--- src/hw/rtl/ffgm_pkg.sv ---
// ----------------------------------------------------------------------------
// ffgm_pkg: shared types and constants of the flat-field gain map
//
// Word types of both channels, configuration register indexes, fixed field
// widths, the sequencer state type and the divider status group.
// ----------------------------------------------------------------------------
package ffgm_pkg;

    // Fixed field widths
    localparam int SAMPLE_BITS   = 24;
    localparam int FACTOR_BITS   = 32;
    localparam int FRAC_BITS     = 16;
    localparam int FRAME_BITS    = 13;
    localparam int MARGIN_BITS   = 12;
    localparam int CFG_IDX_BITS  = 3;
    localparam int CFG_DATA_BITS = 13;

    // Factor constants
    localparam logic [FACTOR_BITS-1:0] FACTOR_ONE  = 32'h0001_0000;
    localparam logic [FACTOR_BITS-1:0] FACTOR_ZERO = 32'h0000_0000;
    localparam logic [FACTOR_BITS-1:0] FACTOR_SAT  = 32'hFFFF_FFFF;

    // Configuration register indexes
    localparam logic [CFG_IDX_BITS-1:0] CFG_FRAME_WIDTH   = 3'd0;
    localparam logic [CFG_IDX_BITS-1:0] CFG_FRAME_HEIGHT  = 3'd1;
    localparam logic [CFG_IDX_BITS-1:0] CFG_MARGIN_LEFT   = 3'd2;
    localparam logic [CFG_IDX_BITS-1:0] CFG_MARGIN_TOP    = 3'd3;
    localparam logic [CFG_IDX_BITS-1:0] CFG_MARGIN_RIGHT  = 3'd4;
    localparam logic [CFG_IDX_BITS-1:0] CFG_MARGIN_BOTTOM = 3'd5;

    // Input word
    typedef struct packed {
        logic                          mode;
        logic signed [SAMPLE_BITS-1:0] intensity;
    } in_word_t;

    // Result word
    typedef struct packed {
        logic [FACTOR_BITS-1:0] gain_factor;
        logic                   pixel_invalid;
        logic                   any_invalid;
        logic                   frame_last;
    } out_word_t;

    // Sequencer states
    typedef enum logic [2:0] {
        ST_IDLE,
        ST_AVG_LOAD,
        ST_AVG_RUN,
        ST_FAC_RUN,
        ST_EMIT
    } seq_state_t;

    // Divider status towards the sequencer
    typedef struct packed {
        logic busy;
        logic done;
    } div_stat_t;

endpackage

--- src/hw/rtl/ffgm_div.sv ---
// ----------------------------------------------------------------------------
// ffgm_div: shared restoring divider
//
// One quotient bit per cycle. The dividend bits are shifted out of the top of
// a shift register while quotient bits enter at the bottom; after the last
// step the low 'steps' bits hold the quotient. The remainder starts at
// rem_init, which must be below the divisor.
// ----------------------------------------------------------------------------
module ffgm_div import ffgm_pkg::*; #(
    parameter int DVW = 26,
    parameter int QW  = 66,
    localparam int STW = $clog2(QW + 1)
) (
    input  logic           aclk,
    input  logic           aresetn,
    input  logic           start,
    input  logic [STW-1:0] steps,
    input  logic [DVW-1:0] rem_init,
    input  logic [QW-1:0]  dividend,
    input  logic [DVW-1:0] divisor,
    output div_stat_t      stat,
    output logic [QW-1:0]  quotient
);

    logic [STW-1:0] cnt_reg, cnt_next;
    logic           done_reg, done_next;
    logic [DVW-1:0] rem_reg, rem_next;
    logic [QW-1:0]  q_reg, q_next;
    logic [DVW-1:0] div_reg, div_next;

    logic [DVW:0]   trial;
    logic [DVW:0]   diff;
    logic           fits;

    // One subtract-and-compare step
    assign trial = {rem_reg, q_reg[QW-1]};
    assign diff  = trial - {1'b0, div_reg};
    assign fits  = trial >= {1'b0, div_reg};

    always_comb begin
        cnt_next  = cnt_reg;
        done_next = 1'b0;
        rem_next  = rem_reg;
        q_next    = q_reg;
        div_next  = div_reg;
        if (start) begin
            cnt_next = steps;
            rem_next = rem_init;
            q_next   = dividend;
            div_next = divisor;
        end else if (cnt_reg != '0) begin
            cnt_next  = cnt_reg - 1'b1;
            done_next = (cnt_reg == STW'(1));
            rem_next  = fits ? diff[DVW-1:0] : trial[DVW-1:0];
            q_next    = {q_reg[QW-2:0], fits};
        end
    end

    // Control state
    always_ff @(posedge aclk) begin
        if (!aresetn) begin
            cnt_reg  <= '0;
            done_reg <= 1'b0;
        end else begin
            cnt_reg  <= cnt_next;
            done_reg <= done_next;
        end
    end

    // Datapath
    always_ff @(posedge aclk) begin
        rem_reg <= rem_next;
        q_reg   <= q_next;
        div_reg <= div_next;
    end

    assign stat.busy = (cnt_reg != '0);
    assign stat.done = done_reg;
    assign quotient  = q_reg;

endmodule

--- src/hw/rtl/flat_field_gain_map.sv ---
// ----------------------------------------------------------------------------
// flat_field_gain_map: flat-field gain map builder
//
// The calibration frame arrives twice in raster order. Summing-pass words
// (mode 0) accumulate the window pixels and give no result; correction-pass
// words (mode 1) each give one unsigned Q16.16 gain factor.
// ----------------------------------------------------------------------------
// Flow: the sequencer stays idle across summing-pass words. The last
// summing-pass word of a frame also starts the average, a division of the
// window sum by the window pixel count on the shared one-bit-a-cycle
// divider, and no word is taken until it is done. A correction-pass
// window pixel that needs a quotient goes through divider launch, the
// divider steps, capture and output load; any other correction-pass word
// goes straight to output load. The result sits in an output register, so
// the next word is taken while a result waits, until a second result is
// ready to go out.
// ----------------------------------------------------------------------------
module flat_field_gain_map import ffgm_pkg::*; #(
    parameter int MAX_SIDE = 4096
) (
    input  logic                     aclk,
    input  logic                     aresetn,
    // configuration write port
    input  logic                     cfg_wr_en,
    input  logic [CFG_IDX_BITS-1:0]  cfg_addr,
    input  logic [CFG_DATA_BITS-1:0] cfg_wdata,
    // input words
    input  logic                     s_valid,
    output logic                     s_ready,
    input  in_word_t                 s_data,
    // result words
    output logic                     m_valid,
    input  logic                     m_ready,
    output out_word_t                m_data
);

    localparam int SW   = $clog2(MAX_SIDE + 1);
    localparam int CMPW = ((SW > FRAME_BITS) ? SW : FRAME_BITS) + 1;
    localparam int CNTW = 2 * SW;
    localparam int SUMW = SAMPLE_BITS + CNTW;
    localparam int AVGW = SAMPLE_BITS + FRAC_BITS + 1;
    localparam int DVW  = (CNTW > SAMPLE_BITS) ? CNTW : SAMPLE_BITS;
    localparam int QW   = ((SUMW + FRAC_BITS) > FACTOR_BITS) ?
                          (SUMW + FRAC_BITS) : FACTOR_BITS;
    localparam int STW  = $clog2(QW + 1);

    // ------------------------------------------------------------------
    // Configuration registers
    // ------------------------------------------------------------------
    logic [FRAME_BITS-1:0]  frame_width_reg, frame_height_reg;
    logic [MARGIN_BITS-1:0] margin_left_reg, margin_top_reg;
    logic [MARGIN_BITS-1:0] margin_right_reg, margin_bottom_reg;

    always_ff @(posedge aclk) begin
        if (!aresetn) begin
            frame_width_reg   <= 13'd1024;
            frame_height_reg  <= 13'd1024;
            margin_left_reg   <= '0;
            margin_top_reg    <= '0;
            margin_right_reg  <= '0;
            margin_bottom_reg <= '0;
        end else if (cfg_wr_en) begin
            unique case (cfg_addr)
                CFG_FRAME_WIDTH:   frame_width_reg   <= cfg_wdata;
                CFG_FRAME_HEIGHT:  frame_height_reg  <= cfg_wdata;
                CFG_MARGIN_LEFT:   margin_left_reg   <= cfg_wdata[MARGIN_BITS-1:0];
                CFG_MARGIN_TOP:    margin_top_reg    <= cfg_wdata[MARGIN_BITS-1:0];
                CFG_MARGIN_RIGHT:  margin_right_reg  <= cfg_wdata[MARGIN_BITS-1:0];
                CFG_MARGIN_BOTTOM: margin_bottom_reg <= cfg_wdata[MARGIN_BITS-1:0];
                default: ;
            endcase
        end
    end

    // Effective frame sides: zero reads as one, oversize saturates
    logic [SW-1:0] w_side, h_side;

    always_comb begin
        if (frame_width_reg == '0) begin
            w_side = SW'(1);
        end else if (32'(frame_width_reg) > MAX_SIDE) begin
            w_side = SW'(MAX_SIDE);
        end else begin
            w_side = SW'(frame_width_reg);
        end
        if (frame_height_reg == '0) begin
            h_side = SW'(1);
        end else if (32'(frame_height_reg) > MAX_SIDE) begin
            h_side = SW'(MAX_SIDE);
        end else begin
            h_side = SW'(frame_height_reg);
        end
    end

    // ------------------------------------------------------------------
    // State
    // ------------------------------------------------------------------
    seq_state_t              state_reg, state_next;
    logic [SW-1:0]           col_reg, col_next;
    logic [SW-1:0]           row_reg, row_next;
    logic signed [SUMW-1:0]  sum_reg, sum_next;
    logic signed [AVGW-1:0]  avg_reg, avg_next;
    logic                    avg_neg_reg, avg_neg_next;
    logic                    seen_reg, seen_next;
    out_word_t               pend_reg, pend_next;
    logic                    m_valid_reg, m_valid_next;
    out_word_t               m_word_reg, m_word_next;

    // Sequencer controls
    logic accept;
    logic div_start;
    logic div_sel_avg;
    logic emit_load;
    logic out_free;

    // Divider connections
    div_stat_t      div_stat;
    logic [QW-1:0]  div_quot;
    logic [STW-1:0] div_steps;
    logic [DVW-1:0] div_rem_init;
    logic [QW-1:0]  div_dividend;
    logic [DVW-1:0] div_divisor;

    // ------------------------------------------------------------------
    // Pixel position and window test
    // ------------------------------------------------------------------
    logic [SW-1:0]   col_eff, row_eff;
    logic            in_win, last_px, row_end;
    logic [CMPW-1:0] cut_w, cut_h;
    logic [SW-1:0]   span_w, span_h;

    // Clamp the counters into the current frame
    assign col_eff = (col_reg >= w_side) ? (w_side - 1'b1) : col_reg;
    assign row_eff = (row_reg >= h_side) ? (h_side - 1'b1) : row_reg;

    assign in_win = (CMPW'(col_eff) >= CMPW'(margin_left_reg)) &&
                    ((CMPW'(col_eff) + CMPW'(margin_right_reg)) < CMPW'(w_side)) &&
                    (CMPW'(row_eff) >= CMPW'(margin_top_reg)) &&
                    ((CMPW'(row_eff) + CMPW'(margin_bottom_reg)) < CMPW'(h_side));

    assign row_end = (col_eff == (w_side - 1'b1));
    assign last_px = row_end && (row_eff == (h_side - 1'b1));

    // Window size for the average
    assign cut_w  = CMPW'(margin_left_reg) + CMPW'(margin_right_reg);
    assign cut_h  = CMPW'(margin_top_reg) + CMPW'(margin_bottom_reg);
    assign span_w = (cut_w >= CMPW'(w_side)) ? '0 : SW'(CMPW'(w_side) - cut_w);
    assign span_h = (cut_h >= CMPW'(h_side)) ? '0 : SW'(CMPW'(h_side) - cut_h);

    logic [CNTW-1:0] win_count;
    assign win_count = CNTW'(span_w) * CNTW'(span_h);

    // ------------------------------------------------------------------
    // Pixel classification for the correction pass
    // ------------------------------------------------------------------
    logic                  px_bad;
    logic                  avg_pos;
    logic                  fac_sat;
    logic                  need_div;
    logic [AVGW-2:0]       inten_shift;
    logic [FACTOR_BITS-1:0] fac_const;

    assign px_bad      = in_win && (s_data.intensity[SAMPLE_BITS-1] ||
                                    (s_data.intensity == '0));
    assign avg_pos     = !avg_reg[AVGW-1] && (avg_reg != '0);
    assign inten_shift = (AVGW-1)'({s_data.intensity[SAMPLE_BITS-2:0],
                                    {FRAC_BITS{1'b0}}});
    // Quotient reaches 2^32 exactly when avg >= intensity * 2^16
    assign fac_sat     = (avg_reg[AVGW-2:0] >= inten_shift);
    assign need_div    = in_win && !px_bad && avg_pos && !fac_sat;

    always_comb begin
        priority if (!in_win) begin
            fac_const = FACTOR_ONE;
        end else if (px_bad || !avg_pos) begin
            fac_const = FACTOR_ZERO;
        end else begin
            fac_const = FACTOR_SAT;
        end
    end

    // ------------------------------------------------------------------
    // Divider operand selection
    // ------------------------------------------------------------------
    logic [SUMW-1:0] sum_mag;
    logic            sum_neg;

    assign sum_neg = sum_reg[SUMW-1];
    assign sum_mag = sum_neg ? SUMW'(-sum_reg) : SUMW'(sum_reg);

    always_comb begin
        if (div_sel_avg) begin
            div_steps    = STW'(SUMW + FRAC_BITS);
            div_rem_init = '0;
            div_dividend = QW'({sum_mag, {FRAC_BITS{1'b0}}});
            div_divisor  = DVW'(win_count);
        end else begin
            div_steps    = STW'(FACTOR_BITS);
            div_rem_init = DVW'(avg_reg[AVGW-2:FRAC_BITS]);
            div_dividend = {avg_reg[FRAC_BITS-1:0], {(QW-FRAC_BITS){1'b0}}};
            div_divisor  = DVW'(s_data.intensity[SAMPLE_BITS-2:0]);
        end
    end

    ffgm_div #(
        .DVW (DVW),
        .QW  (QW)
    ) u_div (
        .aclk     (aclk),
        .aresetn  (aresetn),
        .start    (div_start),
        .steps    (div_steps),
        .rem_init (div_rem_init),
        .dividend (div_dividend),
        .divisor  (div_divisor),
        .stat     (div_stat),
        .quotient (div_quot)
    );

    // ------------------------------------------------------------------
    // Sequencer: next state
    // ------------------------------------------------------------------
    assign out_free = !m_valid_reg || m_ready;

    always_comb begin
        state_next = state_reg;
        unique case (state_reg)
            ST_IDLE: begin
                if (accept) begin
                    priority if (!s_data.mode) begin
                        state_next = last_px ? ST_AVG_LOAD : ST_IDLE;
                    end else if (need_div) begin
                        state_next = ST_FAC_RUN;
                    end else begin
                        state_next = ST_EMIT;
                    end
                end
            end
            ST_AVG_LOAD: begin
                state_next = (win_count == '0) ? ST_IDLE : ST_AVG_RUN;
            end
            ST_AVG_RUN: begin
                if (div_stat.done) begin
                    state_next = ST_IDLE;
                end
            end
            ST_FAC_RUN: begin
                if (div_stat.done) begin
                    state_next = ST_EMIT;
                end
            end
            ST_EMIT: begin
                if (out_free) begin
                    state_next = ST_IDLE;
                end
            end
            default: state_next = ST_IDLE;
        endcase
    end

    // ------------------------------------------------------------------
    // Sequencer: outputs
    // ------------------------------------------------------------------
    always_comb begin
        s_ready     = 1'b0;
        div_start   = 1'b0;
        div_sel_avg = 1'b0;
        emit_load   = 1'b0;
        unique case (state_reg)
            ST_IDLE: begin
                s_ready   = 1'b1;
                div_start = s_valid && s_data.mode && need_div;
            end
            ST_AVG_LOAD: begin
                div_sel_avg = 1'b1;
                div_start   = (win_count != '0);
            end
            ST_AVG_RUN: ;
            ST_FAC_RUN: ;
            ST_EMIT: begin
                emit_load = out_free;
            end
            default: ;
        endcase
    end

    assign accept = s_valid && s_ready;

    // ------------------------------------------------------------------
    // Datapath next values
    // ------------------------------------------------------------------
    logic [AVGW-1:0] avg_mag;
    assign avg_mag = AVGW'(div_quot);

    always_comb begin
        col_next     = col_reg;
        row_next     = row_reg;
        sum_next     = sum_reg;
        avg_next     = avg_reg;
        avg_neg_next = avg_neg_reg;
        seen_next    = seen_reg;
        pend_next    = pend_reg;

        // Take one word: advance position, accumulate, flag
        if (accept) begin
            if (last_px) begin
                col_next = '0;
                row_next = '0;
            end else if (row_end) begin
                col_next = '0;
                row_next = row_eff + 1'b1;
            end else begin
                col_next = col_eff + 1'b1;
                row_next = row_eff;
            end

            if (!s_data.mode) begin
                if (in_win) begin
                    sum_next = sum_reg + SUMW'(s_data.intensity);
                end
            end else begin
                if (last_px) begin
                    sum_next = '0;
                end
                seen_next                 = (seen_reg || px_bad) && !last_px;
                pend_next.gain_factor     = fac_const;
                pend_next.pixel_invalid   = px_bad;
                pend_next.any_invalid     = seen_reg || px_bad;
                pend_next.frame_last      = last_px;
            end

            if (last_px && !s_data.mode) begin
                seen_next = 1'b0;
            end
        end

        // Average launch: note the sign, clear the sum
        if (state_reg == ST_AVG_LOAD) begin
            avg_neg_next = sum_neg;
            sum_next     = '0;
            if (win_count == '0) begin
                avg_next = '0;
            end
        end

        // Average finish: put the sign back
        if ((state_reg == ST_AVG_RUN) && div_stat.done) begin
            avg_next = avg_neg_reg ? AVGW'(-avg_mag) : avg_mag;
        end

        // Factor finish
        if ((state_reg == ST_FAC_RUN) && div_stat.done) begin
            pend_next.gain_factor = div_quot[FACTOR_BITS-1:0];
        end
    end

    // Output register: load a word, drop it once taken
    always_comb begin
        m_valid_next = m_valid_reg;
        m_word_next  = m_word_reg;
        if (emit_load) begin
            m_valid_next = 1'b1;
            m_word_next  = pend_reg;
        end else if (m_ready) begin
            m_valid_next = 1'b0;
        end
    end

    // ------------------------------------------------------------------
    // Registers
    // ------------------------------------------------------------------
    always_ff @(posedge aclk) begin
        if (!aresetn) begin
            state_reg   <= ST_IDLE;
            col_reg     <= '0;
            row_reg     <= '0;
            sum_reg     <= '0;
            avg_reg     <= '0;
            avg_neg_reg <= 1'b0;
            seen_reg    <= 1'b0;
            m_valid_reg <= 1'b0;
        end else begin
            state_reg   <= state_next;
            col_reg     <= col_next;
            row_reg     <= row_next;
            sum_reg     <= sum_next;
            avg_reg     <= avg_next;
            avg_neg_reg <= avg_neg_next;
            seen_reg    <= seen_next;
            m_valid_reg <= m_valid_next;
        end
    end

    always_ff @(posedge aclk) begin
        pend_reg   <= pend_next;
        m_word_reg <= m_word_next;
    end

    assign m_valid = m_valid_reg;
    assign m_data  = m_word_reg;

endmodule
--- config.mk ---
export PLATFORM = sky130hd
export DESIGN_NAME = flat_field_gain_map
export DESIGN_NICKNAME = d
export VERILOG_FILES = /design/src/hw/rtl/ffgm_pkg.sv /design/src/hw/rtl/ffgm_div.sv /design/src/hw/rtl/flat_field_gain_map.sv
export SDC_FILE = /design/constraint.sdc
export NUM_CORES = 2
export LEC_CHECK = 0
export ABC_AREA = 1
export BUFFER_PORTS_ARGS = -buffer_cell sky130_fd_sc_hd__buf_4
export CELL_PAD_IN_SITES_DETAIL_PLACEMENT = 0
export CELL_PAD_IN_SITES_GLOBAL_PLACEMENT = 2
export CORE_MARGIN = 4
export CORE_UTILIZATION = 41
export DETAILED_ROUTE_END_ITERATION = 16
export GPL_TIMING_DRIVEN = 0
export PLACE_DENSITY_LB_ADDON = 0.25
export SETUP_SLACK_MARGIN = 0.05
export SLEW_MARGIN = 15
export SYNTH_ARGS = -nofsm -noshare
export SYNTH_HDL_FRONTEND = slang
export SYNTH_SLANG_ARGS = --single-unit
--- constraint.sdc ---
create_clock -name aclk -period 19.5 [get_ports aclk]
set_input_delay 3.9 -clock aclk [delete_from_list [all_inputs] [get_ports aclk]]
set_output_delay 3.9 -clock aclk [all_outputs]
set_load 0.01 [all_outputs]
Word-level counts from Yosys, hierarchy flattened

Cells that the tools add are included.
W data, S select, Z words.

Flip-flop bits (word level): 393
Output and inout port bits: 37
Logic and storage cells: 186

Add/subtract/negate cells: 15
$mul: 1
$lt $le $gt $ge: 12
Equal/unequal tests: 17
Mux-type cells: 53
Bitwise operators: 2
Reduce and logical (&&, ||, !) cells: 58

Operator list:

| cell                    | count |
|---|---|
| $mux W50                | 4 |
| $mux W66                | 3 |
| $mux W41                | 4 |
| $mux W13                | 12 |
| $mux W32                | 3 |
| $mux W26                | 3 |
| $mux W35                | 2 |
| $ge A13 B13 Y1          | 4 |
| $add A50 B24 Y50        | 1 |
| $neg A50 Y50            | 1 |
| $neg A41 Y41            | 1 |
| $reduce_bool A41 Y1     | 1 |
| $ge A40 B39 Y1          | 1 |
| $add A13 B12 Y14        | 2 |
| $lt A14 B13 Y1          | 2 |
| $ge A27 B26 Y1          | 1 |
| $add A12 B12 Y13        | 2 |
| $add A13 B1 Y13 const B | 2 |
| $eq A13 B13 Y1          | 2 |
| $ge A13 B12 Y1          | 2 |
| $gt A13 B13 Y1 const B  | 2 |
| $logic_not A13 Y1       | 2 |
| $logic_not A26 Y1       | 1 |
| $mul A13 B13 Y26        | 1 |
| other kinds (32)        | 99 |

Depth between registers and ports, before layout

Word-level depth: 19
Depth in mapped cells: 58

Cells and area by module

From an unflattened synthesis, not the netlist that was laid out.

Cells, all modules: 5,395
Area total of the unflattened synthesis: 37,180.7 um2

Modules (own cells, without submodules):

| module              | times used | cells an instance | area an instance (um2) |
|---|---|---|---|
| flat_field_gain_map | 1          | 4,412             | 29,245.5 |
| ffgm_div            | 1          | 983               | 7,935.1 |

Worst setup path before layout

OpenSTA, ideal clock, no wires.

Kind: register to register
Start point: register margin_left_reg[0]
End point: register u_div.q_reg[0] (netlist: u_div.quotient[0]), enable pin
Library setup time: 1.114 ns
Arrival: 10.580 ns
Required time: 18.386 ns
Path slack: 7.806 ns
Cell stages (with the launch flop): 47
Period minus slack after synthesis: 11.694 ns
Cells stage by stage: dfxtp_1 ha_1 inv_1 fa_1 o21ai_0 a21oi_1 o21bai_1 a21oi_1 o21ai_0 nand2_1 nand2_1 a21oi_1 o21ai_0 a21oi_1 ha_1 inv_1 nor4_1 nand4_1 [11 not listed] fa_1 inv_1 ha_1 nand2_1 inv_1 nand2_1 nor3_1 nand4_1 nand3_1 xnor2_1 nand2_1 nor3_1 nand3_1 nor2_2 nor2_4 inv_2 buf_2 nand3_1

Longest elaborated chain between the ends: 12
Elaborated cells on any way between the ends: 18

RTL lines:

| element                                                   | RTL line                   | source |
|---|---|---|
| from (decl)                                               | flat_field_gain_map.sv:51  | `logic [MARGIN_BITS-1:0] margin_left_reg, margin_top_reg;` |
| from (signal assigned)                                    | flat_field_gain_map.sv:66  | `CFG_MARGIN_LEFT: margin_left_reg <= cfg_wdata[MARGIN_BITS-1:0];` |
| branches (longest 10 deep; another with $mul A13 B13 Y26) | -                          |  |
| $pmux W1 S2 *                                             | flat_field_gain_map.sv:269 | `unique case (state_reg)` |
| $reduce_bool A2 Y1 (no line) *                            | -                          |  |
| to (signal assigned)                                      | ffgm_div.sv:73             | `q_reg <= q_next;` |
| to (decl)                                                 | ffgm_div.sv:28             | `logic [QW-1:0] q_reg, q_next;` |

Every way passes the cells marked *.
A chain may end at the register's enable or synchronous reset.

Final worst setup path

Start point: register margin_left_reg[0]
End point: register u_div.q_reg[33] (netlist: u_div.quotient[33]), enable pin

The elaborated chain is that of the path after synthesis.

==> summary.txt <==
Initial core utilization - 41.31%
Clock power frac - 15.9%
Antenna violations before repair - 1
Die area - 90,410 um2
Placed Cells - 6,042
Max_slew headroom - 23.07%
Logic gate share of total power - 62.5%
Max reg flops - 66
Root buffer cell - clkbuf_16
Multi-input logic area - 22,180 um2
Setup TNS Final - 0 ps
# fillers - 8,888
Leak - 0.01784 uW
Setup Fix Bufs, Post-CTS - 0
# nets final - 5,447
Reg clk slew, reported paths - 70 ps
Grt ovf - 0
Worst slew pin tran - 1150 ps
Worst-path fanout max - 51
Worst setup margin - 7077 ps
Clk sinks - 393
HPWL after DPL - 103,100 um
Area delta synth->final - 10.76%
DR pass1 iterations - 5
Reg2Reg Depth - 45
Gr usage total - 27.50%
Final Core Density - 45.76%
CTS tree - done
Main combinational cell family by area after synthesis - simple AND/OR/NAND/NOR gates
Setup crit end kind - flip-flop
Layout cells sized above 1 - 6.258%
RSZ-0062 raised after global routing - false
Final non-filler cell total - 6,130
Slew Viols, Final - 0
FF-to-FF End - u_div.quotient[33]$_DFFE_PP_
Routed wire length - 125,600 um
Worst Hold Launch - pend_reg[27]$_DFFE_PP_
Antenna Cells - 0
Largest net degree at the start of global routing - 52
FP Rows - 107
CTS Hold Bufs - 0
Vias/cell - 5.378
Final period utilization - 63.71%
First-pass GRT wire length - 191,500 um
Delay of the slowest critical-path stage - 790 ps
# IOs - 83
Synth Cell Area - 35,120 um2
ANT nets after route - 0
Synthesis-stage register bit count - 393
Net Sw Frac - 50.63%
Core Region - 85,010 um2
Vias in the first global route - 31,310
CP max stage cell - nor2_1
Synth Area in Adders - 18.93%
Crit path DAT - 12,720 ps
Fmax - 80.50 MHz
Status - complete, no violations
Reg2Reg Setup Slack - 7080 ps
Die H - 300.7 um
Power Density - 147.7 nW/um2
Register area share after synthesis - 27.76%
Htree depth - 2
Number of buffers added on ports - 80
Gpl congestion - 0.9120
WS Path Type - reg -> reg
Avg WL per Cell - 20.49 um
Main synth FF type - dfxtp_1
Worst-skew pair later-pin latency - 650 ps
Post-synth EDFFs - 188
Hold Path Sink - m_data[27]$_DFFE_PP_
CP startpoint - margin_left_reg[0]$_SDFFE_PN0P_
Min-delay worst type - reg -> reg
Post-Synth Simple-Gate Area - 23.40%
Final Hold Fails - 0
Count of final setup violators - 0
Max_cap viols - 0
CTS resizes - 0
Net count after synthesis - 5,312
Async SR Flop Fraction - 0%
Peak supply drop - 0.1169 mV
RR Startpoint - margin_left_reg[0]$_SDFFE_PN0P_
Min Tclk post-route - 12,420 ps
Mux cell area share after synthesis - 0%
Total chip power - 5746 uW
Via Count - 32,970
Die X-Extent - 300.7 um
Initial detailed-routing violation count - 3,060
XOR/XNOR Fraction of Synth Area - 4.685%
Syn_area_per_cell - 7.299 um2
Register Area - 9749 um2
Internal - 2837 uW
Worst hold path depth - 0
Crit start category - flip-flop
Net switching power - 2909 uW
WP data required - 19,800 ps
Yosys cell types - 63
Setup Skew - 73.44 ps
Placement Setup Slack - 7307 ps
Yosys warnings - 0
Synth Area in Compound Gates - 16.00%
Syn Inst Count - 4,812
Max clock buf depth - 3
Clock buffer count from CTS - 47
Sequential power share - 21.6%
Drc violations - 0
[worst max path at each step]
| stage | end | slack [ps] | cells past startpoint |
|---|---|---|---|
| floorplan | u_div.quotient[0]$_SDFFCE_PP0P_ | 7810 | 46 |
| global placement | u_div.quotient[36]$_DFFE_PP_ | 3410 | 44 |
| detailed placement | u_div.quotient[36]$_DFFE_PP_ | 7310 | 45 |
| CTS | u_div.quotient[33]$_DFFE_PP_ | 7190 | 45 |
| global route | u_div.quotient[33]$_DFFE_PP_ | 5940 | 47 |
| finish | u_div.quotient[33]$_DFFE_PP_ | 7080 | 45 |
[cell usage after synthesis, drive strengths merged, types with 60 or more instances]
| master | number | area share [%] |
|---|---|---|
| nand2 | 872 | 9.6 |
| inv | 690 | 7.4 |
| nor2 | 607 | 6.7 |
| a21oi | 434 | 6.2 |
| o21ai | 390 | 5.6 |
| ha | 325 | 12 |
| nand3 | 253 | 3.6 |
| dfxtp | 205 | 12 |
| edfxtp | 188 | 16 |
| fa | 129 | 7.4 |
| xor2 | 108 | 2.7 |
| clkbuf | 79 | 0.84 |
| xnor2 | 79 | 2.0 |
| nand4 | 61 | 1.1 |
| buf | 60 | 0.99 |
[final cells by class]
cell class,instances,share of cell area (%)
multi-input cells,3588,57.01
flip-flops and latches,393,25.06
inverters,692,6.677
well taps,1144,3.680
clock buffers,56,3.242
repair buffers,86,1.804
plain buffers,139,1.660
clock inverters,32,0.8620
[layer usage]
layer | GRT usage (%) | wire length, um | up-vias
met5 | 0 | 13 | -
met4 | 4.902 | 2165 | 2
met3 | 5.811 | 10850 | 125
met2 | 39.79 | 50770 | 1059
met1 | 42.25 | 61790 | 15460
li1 | - | - | 16320
[power groups by stage]
| stage | registers, uW | logic (uW) | clock network (uW) |
|---|---|---|---|
| global placement | 1280 | 3540 | 0 |
| CTS | 1230 | 3580 | 937 |
| floorplan | 1220 | 2580 | 0 |
| global route | 1260 | 4080 | 970 |
| finish | 1240 | 3590 | 916 |
| detailed placement | 1250 | 3550 | 0 |
[metrics by stage]
step | hold slack, ps | instance area (um2)
2_1_floorplan | 400.3 | 35120
3_3_place_gp | 402.4 | 37150
3_5_place_dp | 406.1 | 37300
4_1_cts | 421.7 | 38900
5_1_grt | 426.3 | 38900
6_report | 421.6 | 38900
[critical path: cells and delay by family (launching register included)]
family / cells / cell delay (ps)
buf+inv: 9 / 1810
compound gates: 12 / 2150
simple gates: 14 / 3290
fa+ha+maj: 9 / 3910
flops: 1 / 410
xor+xnor: 1 / 380
[layout by cell type (no fill, tap or decap), types with 32 or more instances in the layout]
cell and n:
a21oi_1 432, a31oi_1 32, buf_2 37, buf_4 92
clkbuf_1 82, clkbuf_16 48, dfxtp_1 205, edfxtp_1 188
fa_1 129, ha_1 325, inv_1 679, nand2_1 850
nand3_1 251, nand4_1 59, nor2_1 590, nor3_1 52
nor4_1 35, o21ai_0 351, o21ai_1 34, xnor2_1 79
xor2_1 107
[logic make-up after synthesis]
family	count (synthesis)
AO/OA/AOI/OAI	1014
XOR/XNOR	187
flip-flops	393
AND/OR/NAND/NOR	1933
buffers and inverters	831
adder cells (fa/ha/maj)	454
Power figures use the tool's default switching activity.
